[config.mk]
export PLATFORM = sky130hd
export DESIGN_NAME = glyph_coverage_color_blend_top
export DESIGN_NICKNAME = d
export VERILOG_FILES = /design/src/hw/rtl/gccb_pkg.sv /design/src/hw/rtl/gccb_channel.sv /design/src/hw/rtl/glyph_coverage_color_blend_top.sv
export SDC_FILE = /design/constraint.sdc
export NUM_CORES = 2
export LEC_CHECK = 0
export BUFFER_PORTS_ARGS = -buffer_cell sky130_fd_sc_hd__buf_2
export CAP_MARGIN = 0
export CORE_AREA = 2 2 230 232
export DETAILED_ROUTE_END_ITERATION = 16
export DIE_AREA = 0 0 232 234
export PLACE_DENSITY = 0.89
export SYNTH_ARGS = -nofsm -noshare
export SYNTH_HDL_FRONTEND = slang
export SYNTH_SLANG_ARGS = --single-unit
[constraint.sdc]
create_clock -name clock -period 8.7 [get_ports clock]
set_input_delay 0.87 -clock clock [delete_from_list [all_inputs] [get_ports clock]]
set_output_delay 0.87 -clock clock [all_outputs]
set_load 0.01 [all_outputs]
[src/hw/rtl/gccb_pkg.sv]
// ----------------------------------------------------------------------------
// gccb_pkg
// Types, constants and the level table shared by the glyph blend pipeline.
// ----------------------------------------------------------------------------
package gccb_pkg;

   localparam int CHAN_W   = 8;
   localparam int LEVEL_W  = 7;
   localparam int SUM_W    = 15;
   localparam int RECIP_W  = 13;
   localparam int PROD_W   = SUM_W + RECIP_W;
   localparam int PIXEL_W  = 32;
   localparam int FORE_W   = 24;
   localparam int NUM_CHAN = 3;

   // floor(x / 100) == (x * 5243) >> 19 for every x below 43690
   localparam logic [RECIP_W-1:0] DIV100_MUL   = 13'd5243;
   localparam int                 DIV100_SHIFT = 19;

   localparam logic [CHAN_W-1:0] COVER_EMPTY = 8'd0;
   localparam logic [CHAN_W-1:0] COVER_FULL  = 8'd255;

   typedef enum logic [0:0] {
      CSR_FORE_COLOR = 1'b0,
      CSR_BACK_COLOR = 1'b1
   } csr_index_type;

   typedef struct packed {
      logic sum_en;
      logic average;
   } chan_ctrl_type;

   // channel level in hundredths
   localparam logic [LEVEL_W-1:0] LEVEL_CENTS [256] = '{
      7'd0,7'd1,7'd1,7'd2,7'd2,7'd2,7'd3,7'd3,7'd4,7'd4,7'd4,7'd5,7'd5,7'd5,7'd6,7'd6,
      7'd7,7'd7,7'd7,7'd8,7'd8,7'd9,7'd9,7'd9,7'd10,7'd10,7'd11,7'd11,7'd11,7'd12,7'd12,7'd13,
      7'd13,7'd13,7'd14,7'd14,7'd14,7'd15,7'd15,7'd16,7'd16,7'd16,7'd17,7'd17,7'd18,7'd18,
      7'd18,7'd19,
      7'd19,7'd20,7'd20,7'd20,7'd21,7'd21,7'd21,7'd22,7'd22,7'd23,7'd23,7'd23,7'd24,7'd24,
      7'd25,7'd25,
      7'd25,7'd26,7'd26,7'd27,7'd27,7'd27,7'd28,7'd28,7'd29,7'd29,7'd29,7'd30,7'd30,7'd30,
      7'd31,7'd31,
      7'd32,7'd32,7'd32,7'd33,7'd33,7'd34,7'd34,7'd34,7'd35,7'd35,7'd36,7'd36,7'd36,7'd37,
      7'd37,7'd38,
      7'd38,7'd38,7'd39,7'd39,7'd39,7'd40,7'd40,7'd41,7'd41,7'd41,7'd42,7'd42,7'd43,7'd43,
      7'd43,7'd44,
      7'd44,7'd45,7'd45,7'd45,7'd46,7'd46,7'd46,7'd47,7'd47,7'd48,7'd48,7'd48,7'd49,7'd49,
      7'd50,7'd50,
      7'd50,7'd51,7'd51,7'd52,7'd52,7'd52,7'd53,7'd53,7'd54,7'd54,7'd54,7'd55,7'd55,7'd55,
      7'd56,7'd56,
      7'd57,7'd57,7'd57,7'd58,7'd58,7'd59,7'd59,7'd59,7'd60,7'd60,7'd61,7'd61,7'd61,7'd62,
      7'd62,7'd63,
      7'd63,7'd63,7'd64,7'd64,7'd64,7'd65,7'd65,7'd66,7'd66,7'd66,7'd67,7'd67,7'd68,7'd68,
      7'd68,7'd69,
      7'd69,7'd70,7'd70,7'd70,7'd71,7'd71,7'd71,7'd72,7'd72,7'd73,7'd73,7'd73,7'd74,7'd74,
      7'd75,7'd75,
      7'd75,7'd76,7'd76,7'd77,7'd77,7'd77,7'd78,7'd78,7'd79,7'd79,7'd79,7'd80,7'd80,7'd80,
      7'd81,7'd81,
      7'd82,7'd82,7'd82,7'd83,7'd83,7'd84,7'd84,7'd84,7'd85,7'd85,7'd86,7'd86,7'd86,7'd87,
      7'd87,7'd88,
      7'd88,7'd88,7'd89,7'd89,7'd89,7'd90,7'd90,7'd91,7'd91,7'd91,7'd92,7'd92,7'd93,7'd93,
      7'd93,7'd94,
      7'd94,7'd95,7'd95,7'd95,7'd96,7'd96,7'd96,7'd97,7'd97,7'd98,7'd98,7'd98,7'd99,7'd99,
      7'd100,7'd100
   };

   function automatic logic [LEVEL_W-1:0] level_of(input logic [CHAN_W-1:0] value);
      return LEVEL_CENTS[value];
   endfunction

endpackage

[src/hw/rtl/gccb_channel.sv]
// ----------------------------------------------------------------------------
// gccb_channel
// One color channel: weighted level sum, registered, then divide by 100
// and optional average with the destination channel.
// ----------------------------------------------------------------------------
module gccb_channel (
   input  logic                               clock,
   input  gccb_pkg::chan_ctrl_type            ctrl,
   input  logic [gccb_pkg::LEVEL_W-1:0]       fore_level,
   input  logic [gccb_pkg::LEVEL_W-1:0]       back_level,
   input  logic [gccb_pkg::CHAN_W-1:0]        coverage,
   input  logic [gccb_pkg::CHAN_W-1:0]        dest_chan,
   output logic [gccb_pkg::CHAN_W-1:0]        chan_out
);

   logic [gccb_pkg::CHAN_W-1:0] cov_inv;
   logic [gccb_pkg::SUM_W-1:0]  sum_in;
   logic [gccb_pkg::SUM_W-1:0]  sum_ff;
   logic [gccb_pkg::PROD_W-1:0] prod;
   logic [gccb_pkg::CHAN_W-1:0] mix;
   logic [gccb_pkg::CHAN_W:0]   pair_sum;

   // 255 - coverage
   assign cov_inv = ~coverage;

   always_comb begin
      sum_in = gccb_pkg::SUM_W'(fore_level) * gccb_pkg::SUM_W'(coverage)
             + gccb_pkg::SUM_W'(back_level) * gccb_pkg::SUM_W'(cov_inv);
   end

   always_ff @(posedge clock) begin
      if (ctrl.sum_en) begin
         sum_ff <= sum_in;
      end
   end

   always_comb begin
      prod     = gccb_pkg::PROD_W'(sum_ff) * gccb_pkg::PROD_W'(gccb_pkg::DIV100_MUL);
      mix      = prod[gccb_pkg::DIV100_SHIFT +: gccb_pkg::CHAN_W];
      pair_sum = {1'b0, dest_chan} + {1'b0, mix};
      chan_out = ctrl.average ? pair_sum[gccb_pkg::CHAN_W:1] : mix;
   end

endmodule

[src/hw/rtl/glyph_coverage_color_blend_top.sv]
// ----------------------------------------------------------------------------
// glyph_coverage_color_blend_top
// Blends a glyph coverage sample with the destination pixel using the
// configured foreground and background colors.
//
//   channel   dir   signals
//   req       in    req_valid, req_ready, req_coverage, req_dest_pixel
//   rsp       out   rsp_valid, rsp_ready, rsp_result_pixel, rsp_written
//   csr       in    csr_write_en, csr_index, csr_write_data
//
// Three register stages (input, weighted sum, result): one request per
// cycle unless rsp stalls; rsp_valid rises as the request reaches the
// result stage. The weighted-sum multiply and the divide-by-100
// reciprocal multiply sit in separate stages. Synchronous reset clears
// the stage valids and loads the default colors. A stalled rsp holds the
// pipeline; req_ready drops only when all three stages are full.
// ----------------------------------------------------------------------------
module glyph_coverage_color_blend_top (
   input  logic                          clock,
   input  logic                          reset,
   input  logic                          req_valid,
   output logic                          req_ready,
   input  logic [7:0]                    req_coverage,
   input  logic [31:0]                   req_dest_pixel,
   output logic                          rsp_valid,
   input  logic                          rsp_ready,
   output logic [31:0]                   rsp_result_pixel,
   output logic                          rsp_written,
   input  logic                          csr_write_en,
   input  gccb_pkg::csr_index_type       csr_index,
   input  logic [31:0]                   csr_write_data
);

   localparam int CW = gccb_pkg::CHAN_W;
   localparam int LW = gccb_pkg::LEVEL_W;
   localparam int NC = gccb_pkg::NUM_CHAN;

   logic [LW-1:0]                fore_lvl_ff [NC];
   logic [LW-1:0]                back_lvl_ff [NC];
   logic [gccb_pkg::PIXEL_W-1:0] back_color_ff;

   logic                         in_valid_ff;
   logic [CW-1:0]                in_cov_ff;
   logic [gccb_pkg::PIXEL_W-1:0] in_dest_ff;

   logic                         mid_valid_ff;
   logic                         mid_pass_ff;
   logic                         mid_avg_ff;
   logic [gccb_pkg::PIXEL_W-1:0] mid_dest_ff;

   logic                         rsp_valid_ff;
   logic [gccb_pkg::PIXEL_W-1:0] rsp_pixel_ff;
   logic [gccb_pkg::PIXEL_W-1:0] rsp_pixel_in;
   logic                         rsp_written_ff;

   logic                         out_en;
   logic                         mid_en;
   logic                         in_en;
   gccb_pkg::chan_ctrl_type      chan_ctrl;
   logic [CW-1:0]                chan_res [NC];

   assign out_en    = !rsp_valid_ff || rsp_ready;
   assign mid_en    = !mid_valid_ff || out_en;
   assign in_en     = !in_valid_ff || mid_en;
   assign req_ready = in_en;

   assign chan_ctrl.sum_en  = mid_en;
   assign chan_ctrl.average = mid_avg_ff;

   // color registers, levels looked up at write time
   always_ff @(posedge clock) begin
      if (reset) begin
         back_color_ff <= '0;
         for (int c = 0; c < NC; c++) begin
            fore_lvl_ff[c] <= gccb_pkg::level_of(gccb_pkg::COVER_FULL);
            back_lvl_ff[c] <= gccb_pkg::level_of(gccb_pkg::COVER_EMPTY);
         end
      end else if (csr_write_en) begin
         unique case (csr_index)
            gccb_pkg::CSR_FORE_COLOR: begin
               for (int c = 0; c < NC; c++) begin
                  fore_lvl_ff[c] <= gccb_pkg::level_of(csr_write_data[CW*c +: CW]);
               end
            end
            gccb_pkg::CSR_BACK_COLOR: begin
               back_color_ff <= csr_write_data;
               for (int c = 0; c < NC; c++) begin
                  back_lvl_ff[c] <= gccb_pkg::level_of(csr_write_data[CW*c +: CW]);
               end
            end
            default: begin
            end
         endcase
      end
   end

   // stage valids
   always_ff @(posedge clock) begin
      if (reset) begin
         in_valid_ff  <= 1'b0;
         mid_valid_ff <= 1'b0;
         rsp_valid_ff <= 1'b0;
      end else begin
         if (in_en) begin
            in_valid_ff <= req_valid;
         end
         if (mid_en) begin
            mid_valid_ff <= in_valid_ff;
         end
         if (out_en) begin
            rsp_valid_ff <= mid_valid_ff;
         end
      end
   end

   // payload
   always_ff @(posedge clock) begin
      if (in_en) begin
         in_cov_ff  <= req_coverage;
         in_dest_ff <= req_dest_pixel;
      end
      if (mid_en) begin
         mid_pass_ff <= (in_cov_ff == gccb_pkg::COVER_EMPTY);
         mid_avg_ff  <= !((in_cov_ff == gccb_pkg::COVER_FULL) ||
                          (in_dest_ff == back_color_ff));
         mid_dest_ff <= in_dest_ff;
      end
      if (out_en) begin
         rsp_pixel_ff   <= rsp_pixel_in;
         rsp_written_ff <= !mid_pass_ff;
      end
   end

   for (genvar c = 0; c < NC; c++) begin : g_chan
      gccb_channel u_chan (
         .clock      (clock),
         .ctrl       (chan_ctrl),
         .fore_level (fore_lvl_ff[c]),
         .back_level (back_lvl_ff[c]),
         .coverage   (in_cov_ff),
         .dest_chan  (mid_dest_ff[CW*c +: CW]),
         .chan_out   (chan_res[c])
      );
   end

   always_comb begin
      if (mid_pass_ff) begin
         rsp_pixel_in = mid_dest_ff;
      end else begin
         rsp_pixel_in = {8'h00, chan_res[2], chan_res[1], chan_res[0]};
      end
   end

   assign rsp_valid        = rsp_valid_ff;
   assign rsp_result_pixel = rsp_pixel_ff;
   assign rsp_written      = rsp_written_ff;

   a_written_top_zero: assert property (@(posedge clock) disable iff (reset)
      rsp_valid && rsp_written |-> rsp_result_pixel[31:24] == 8'h00)
      else $error("computed pixel has nonzero top byte");

   a_accept_fills_input: assert property (@(posedge clock) disable iff (reset)
      req_valid && req_ready |=> in_valid_ff)
      else $error("accepted request not held in input stage");

   a_stall_only_full: assert property (@(posedge clock) disable iff (reset)
      !req_ready |-> in_valid_ff && mid_valid_ff && rsp_valid && !rsp_ready)
      else $error("request stalled with room in pipeline");

   a_mid_advances: assert property (@(posedge clock) disable iff (reset)
      mid_valid_ff && mid_en |=> rsp_valid_ff)
      else $error("sum stage item lost");

endmodule
### After elaboration in Yosys (flattened, before gate mapping)

Memories as Yosys holds them, arrays and structs flattened.
Index checks and enable logic that the tools add are counted.

| cells by class | value |
|---|---|
| add/sub/neg operators | 6 |
| multiply operators | 9 |
| order comparisons | 3 |
| equality and inequality tests | 2 |
| muxes and demuxes | 26 |
| bitwise logic cells | 10 |
| reduce and logical (&&, ||, !) cells | 11 |

Operators by type and width:

| cell | count |
|---|---|
| $mul A7 B8 Y15 | 6 |
| $mux W7 | 12 |
| $mul A15 B13 Y27 const B | 3 |
| $add A15 B15 Y15 | 3 |
| $eq A32 B32 Y1 | 1 |
| $add A8 B8 Y9 | 3 |
| $ge A9 B9 Y1 const B | 3 |
| $not A8 Y9 | 3 |
| $mux W24 | 1 |
| $mux W8 | 3 |
| $mux W1 | 10 |
| $eq A8 B8 Y1 const B | 1 |
| $logic_not A8 Y1 | 1 |
| $not A8 Y8 | 1 |
| $or A1 B1 Y1 | 6 |
| $logic_not A1 Y1 | 5 |
| $logic_or A1 B1 Y1 | 4 |
| $reduce_and A2 Y1 | 1 |

| word-level totals | value |
|---|---|
| bits in registers | 187 |
| RAM bits | 42 |
| memory bits (read-only) | 5376 |
| input port bits | 78 |
| output and inout port bits | 35 |
| memories kept | 5 |

Memories:

| memory | words | bits a word | read ports | clocked after Yosys merged registers in | wr ports | line | text |
|---|---|---|---|---|---|---|---|
| (no name shown) | 256 | 7 | 1 | 0 | 0 | gccb_pkg.sv:68 | `return LEVEL_CENTS[value];` |
| (no name shown) | 256 | 7 | 1 | 0 | 0 | gccb_pkg.sv:68 |  |
| (no name shown) | 256 | 7 | 1 | 0 | 0 | gccb_pkg.sv:68 |  |
| back_lvl_ff | 3 | 7 | 3 | 0 | 3 | glyph_coverage_color_blend_top.sv:39 | `logic [LW-1:0] back_lvl_ff [NC];` |
| fore_lvl_ff | 3 | 7 | 3 | 0 | 3 | glyph_coverage_color_blend_top.sv:38 | `logic [LW-1:0] fore_lvl_ff [NC];` |

### Logic depth before layout (Yosys ltp)

| depth | value |
|---|---|
| depth after elaboration | 5 |
| depth in mapped cells | 27 |

### Hierarchy

Synthesis repeated with hierarchy kept, for this count alone.

| second synthesis, totals | value |
|---|---|
| cell total of the unflattened synthesis | 3525 |
| area total of the unflattened synthesis | 34566.9 um^2 |

By module, submodules not included:

| module | times used | cells each | area an instance (um^2) |
|---|---|---|---|
| glyph_coverage_color_blend_top | 1 | 1010 | 10257.3 |
| gccb_channel (g_chan[1].u_chan) | 1 | 839 | 8115.3 |
| gccb_channel (g_chan[0].u_chan) | 1 | 839 | 8104.0 |
| gccb_channel (g_chan[2].u_chan) | 1 | 837 | 8090.3 |

### Worst setup path after synthesis

OpenSTA, ideal clock, no wires.

| path | value |
|---|---|
| path kind | register to register |
| start | register g_chan[1].u_chan.sum_ff[12] in the netlist's numbering |
| end | register rsp_pixel_ff (netlist bit rsp_result_pixel[15]) (data pin) |
| library setup time | 0.267 ns |
| data arrival time | 5.982 ns |
| setup slack | 2.452 ns |
| stages on the path, launching flop included | 26 |
| buffers on the path | 0 |
| path through | edfxtp_1 > fa_1 > ha_1 > inv_1 > fa_1 > inv_1 > fa_1 > inv_1 > fa_1 > inv_1 > ha_1 > nand3_1 > or3_1 > a211oi_1 > a221oi_1 > o21bai_2 > xor2_1 > ha_1 > nor2b_1 > o21ai_0 > nand2b_1 > a21o_1 > a21o_1 > a21o_1 > a211oi_1 > o31ai_1 |

| between the ends | value |
|---|---|
| longest elaborated chain between the ends | 4 |

Ends and longest elaborated chain:

| what | line | text |
|---|---|---|
| start: declaration | gccb_channel.sv:18 | `logic [gccb_pkg::SUM_W-1:0] sum_ff;` |
| start signal: assignment | gccb_channel.sv:33 | `sum_ff <= sum_in;` |
| $mul A15 B13 Y27 (*) | gccb_channel.sv:38 | `prod = gccb_pkg::PROD_W'(sum_ff) * gccb_pkg::PROD_W'(gccb_pkg::DIV100_MUL);` |
| $add A8 B8 Y9 | gccb_channel.sv:40 | `pair_sum = {1'b0, dest_chan} + {1'b0, mix};` |
| $mux W8 (*) | gccb_channel.sv:41 | `chan_out = ctrl.average ? pair_sum[gccb_pkg::CHAN_W:1] : mix;` |
| $mux W24 (*) | glyph_coverage_color_blend_top.sv:147 | `if (mid_pass_ff) begin` |
| via rsp_pixel_in, one bit | glyph_coverage_color_blend_top.sv:53 | `logic [gccb_pkg::PIXEL_W-1:0] rsp_pixel_in;` |
| end signal: assignment | glyph_coverage_color_blend_top.sv:129 | `rsp_pixel_ff <= rsp_pixel_in;` |
| end: declaration | glyph_coverage_color_blend_top.sv:52 | `logic [gccb_pkg::PIXEL_W-1:0] rsp_pixel_ff;` |

Mark *: on every way through the listed nets, which the timed path passes. The rest lies on a longest branch.
A chain may end at the register's enable or synchronous reset.

### Final worst setup path

| path | value |
|---|---|
| start | register g_chan[1].u_chan.sum_ff[12] in the netlist's numbering |
| end | register rsp_pixel_ff (netlist bit rsp_result_pixel[14]) (data pin) |

Same word-level chain as after synthesis.

==> impl_metrics.yaml <==
global_route:
  grt_pass1_wl_mm: 130
  grt_max_degree: 75
  grt_overflow_total: 0
  track_usage: 0.301
  antenna_found_initial: 7
  grt_pass1_vias: 26000
drt:
  drt_pre_antenna_iters: 6
  drtIter0Drc: 1849
  wl_mm: 79.8
  num_vias: 24600
  wl_per_cell_um: 19.3
  antenna_left: 0
  drc: 0
  via_per_inst: 5.94
synthesis:
  yosys_warnings: 0
  syn_avg_cell_area_um2: 9.86
  synth.cell_area_um2: 33200
  postSynthCellCount: 3370
  synthTopCellsByArea: "fa_1 27%, ha_1 19%, edfxtp_1 18%"
  yosysMostFrequentCell: "inv_1"
  synth_top_area_cell: "fa_1"
  synthArstFlopShare: 0
  yosysTopAreaCellShare: 0.269
  synth-edff-count: 194
  synth_cell_type_count: 78
  synth_commonest_cells: "698 x inv_1, 497 x ha_1, 447 x fa_1"
  synth_top_flop_cell: "edfxtp_1"
  synth-seq-cells: 229
  yosysSeqAreaShare: 0.196
setup_path:
  worstSetupEndpointType: "flop"
  startpoint: "g_chan[1].u_chan.sum_ff[12]$_DFFE_PP_"
  critical_path.slowest_cell: "edfxtp_1"
  critical-path-max-stage-delay_ps: 570
  crit_arrival_ps: 7180
  crit_path_start_kind: "flop"
  path_class: "flop to flop"
  crit_chain: "fa_1 -> ha_1 -> inv_1 -> fa_1 -> inv_1 -> fa_1 -> inv_1 -> fa_1 -> inv_1 -> ha_1 -> nand3_1 -> or3_1 -> a211oi_1 -> a221oi_1 -> o21bai_2 -> a41oi_2 -> xnor2_1 -> ha_1 -> nor2b_1 -> o21ai_0 -> nor3b_1 -> a211oi_1 -> a221oi_2 -> a21oi_1"
  worstPathRequired_ps: 9000
  worstReg2RegStart: "g_chan[1].u_chan.sum_ff[12]$_DFFE_PP_"
  cp_num_buf_inv: 4
  crit_fanout: 7
  critPathTopFamily: "adder cells"
floorplan:
  fp-row-count: 84
  initial_utilization: 0.638
  io_pins: 113
  die_w_um: 232
  die_area_um2: 54300
  chipHeight_um: 234
  core_area_um2: 52000
final_layout:
  nets: 4445
  fillers: 3557
  area_growth_pct: 6.61
  drive_gt1_frac: 0.0593
  post-route-util: 0.681
cts:
  post_cts_resized: 0
  path_clk_slew_ps: 70
  clock_sinks: 229
  cts_buffers: 27
  cts_root_buf: "clkbuf_16"
  post_cts_buffers: 0
  clock_path_buffers: 3
  tritoncts: "done"
  insertion_delay_ps: 600
  htreeDepth: 1
  postCtsHoldBufs: 0
flow_run:
  cap_violations: 0
sta:
  rsz0062_at_grt: "false"
  clock_skew_ps: 23.1
  hold_viol: 0
  final-setup-viol-count: 0
  maxSlewHeadroom: 0.164
  layout_min_cycle_time_ps: 6880
  max_freq_mhz: 145
  fin_crit_sh: 0.791
  drv_slew: 0
  fin_tns_setup_ps: 0
  worstMarginPinSlew_ps: 1250
worst_hold_path:
  hold_start: "req_dest_pixel[8]"
  min_path_type: "primary input to flop"
outcome:
  status: "completed"
place:
  place_congestion: 0.961
  dp_hpwl_mm: 61.6
  io_buffers: 112
==> cell families (layout without fill, tap and decap cells) <==
family          Yosys count  after routing  synth area share
fa+ha+maj               952            952             0.459
buf+inv                 814            885            0.0926
simple gates            747            747             0.116
compound gates          480            480            0.0955
flops                   229            229             0.196
xor+xnor                132            132            0.0348
mux                      15             15           0.00546
other cells               1              9          0.000113
==> cell type report <==
type	count	area (µm²)	share of cell area
clock inverters	21	343	0.00968
well taps	688	861	0.0243
inverters	703	2640	0.0746
multi-input cells	2329	23600	0.667
repair buffers	133	718	0.0203
flip-flops and latches	229	6530	0.184
diodes	6	15.0	0.000424
clock buffers	28	679	0.0192
==> state kept, by name, summed over array words and instances (netlist names) <==
signal                cells
back_color_ff            32
back_lvl_ff              21
fore_lvl_ff              21
g_chan.u_chan.sum_ff     45
in_cov_ff                 8
in_dest_ff               32
in_valid_ff               1
mid_avg_ff                1
mid_dest_ff              32
mid_pass_ff               1
mid_valid_ff              1
rsp_result_pixel         32
rsp_valid                 1
rsp_written               1
==> path summary, 6_finish.rpt <==
check,endpoint,slack (ps),depth (start not counted)
setup / recovery,rsp_result_pixel[14]$_DFFE_PP_,1820,24
hold reg to reg,rsp_valid$_SDFFE_PP0P_,470,2
setup reg to reg,rsp_result_pixel[14]$_DFFE_PP_,1820,24
hold / removal,in_dest_ff[8]$_DFFE_PP_,450,1
==> through the flow <==
stage          setup WS, ps  cells  area, µm²  hold slack [ps]
3_5_place_dp           1910   4082      34400              453
4_1_cts                1930   4131      35400              442
3_3_place_gp           2170   4082      34400              447
6_report               1820   4137      35400              446
2_1_floorplan          2450   3372      33200              432
5_1_grt                1520   4135      35400              438
==> layout by cell type (no fill, tap or decap), types with 25 or more instances in the layout <==
master | netlist | final
nor3_1 | 25 | 25
o21ai_0 | 103 | 103
nand3_1 | 25 | 25
a21oi_1 | 124 | 123
edfxtp_1 | 194 | 194
nand2b_1 | 73 | 73
xor2_1 | 26 | 26
nand2_1 | 193 | 192
inv_1 | 698 | 697
nor2b_1 | 141 | 141
buf_2 | 1 | 112
a21o_1 | 41 | 41
fa_1 | 447 | 447
dfxtp_1 | 35 | 35
and2_1 | 120 | 120
nor2_1 | 120 | 120
a211oi_1 | 25 | 25
ha_1 | 497 | 497
clkbuf_16 | 0 | 27
xnor2_1 | 106 | 106
==> worst reg2reg max path: cells and delay by family, from the launching register on <==
kind	cells	cell delay, ps
compound gates	8	1640
xor+xnor	1	260
flops	1	570
fa+ha+maj	7	2970
buf+inv	4	210
simple gates	4	970
==> metal layers <==
metal / part of all wire / vias to the layer above / global-route usage
met5: 0 / - / 0
met4: 0.048 / 0 / 0.143
met3: 0.082 / 286 / 0.0533
met2: 0.49 / 1162 / 0.510
met1: 0.38 / 12100 / 0.376
li1: - / 11000 / -
Power is not shown: default switching activity piles up to over one toggle a cycle in this logic, so the estimate is an artifact.
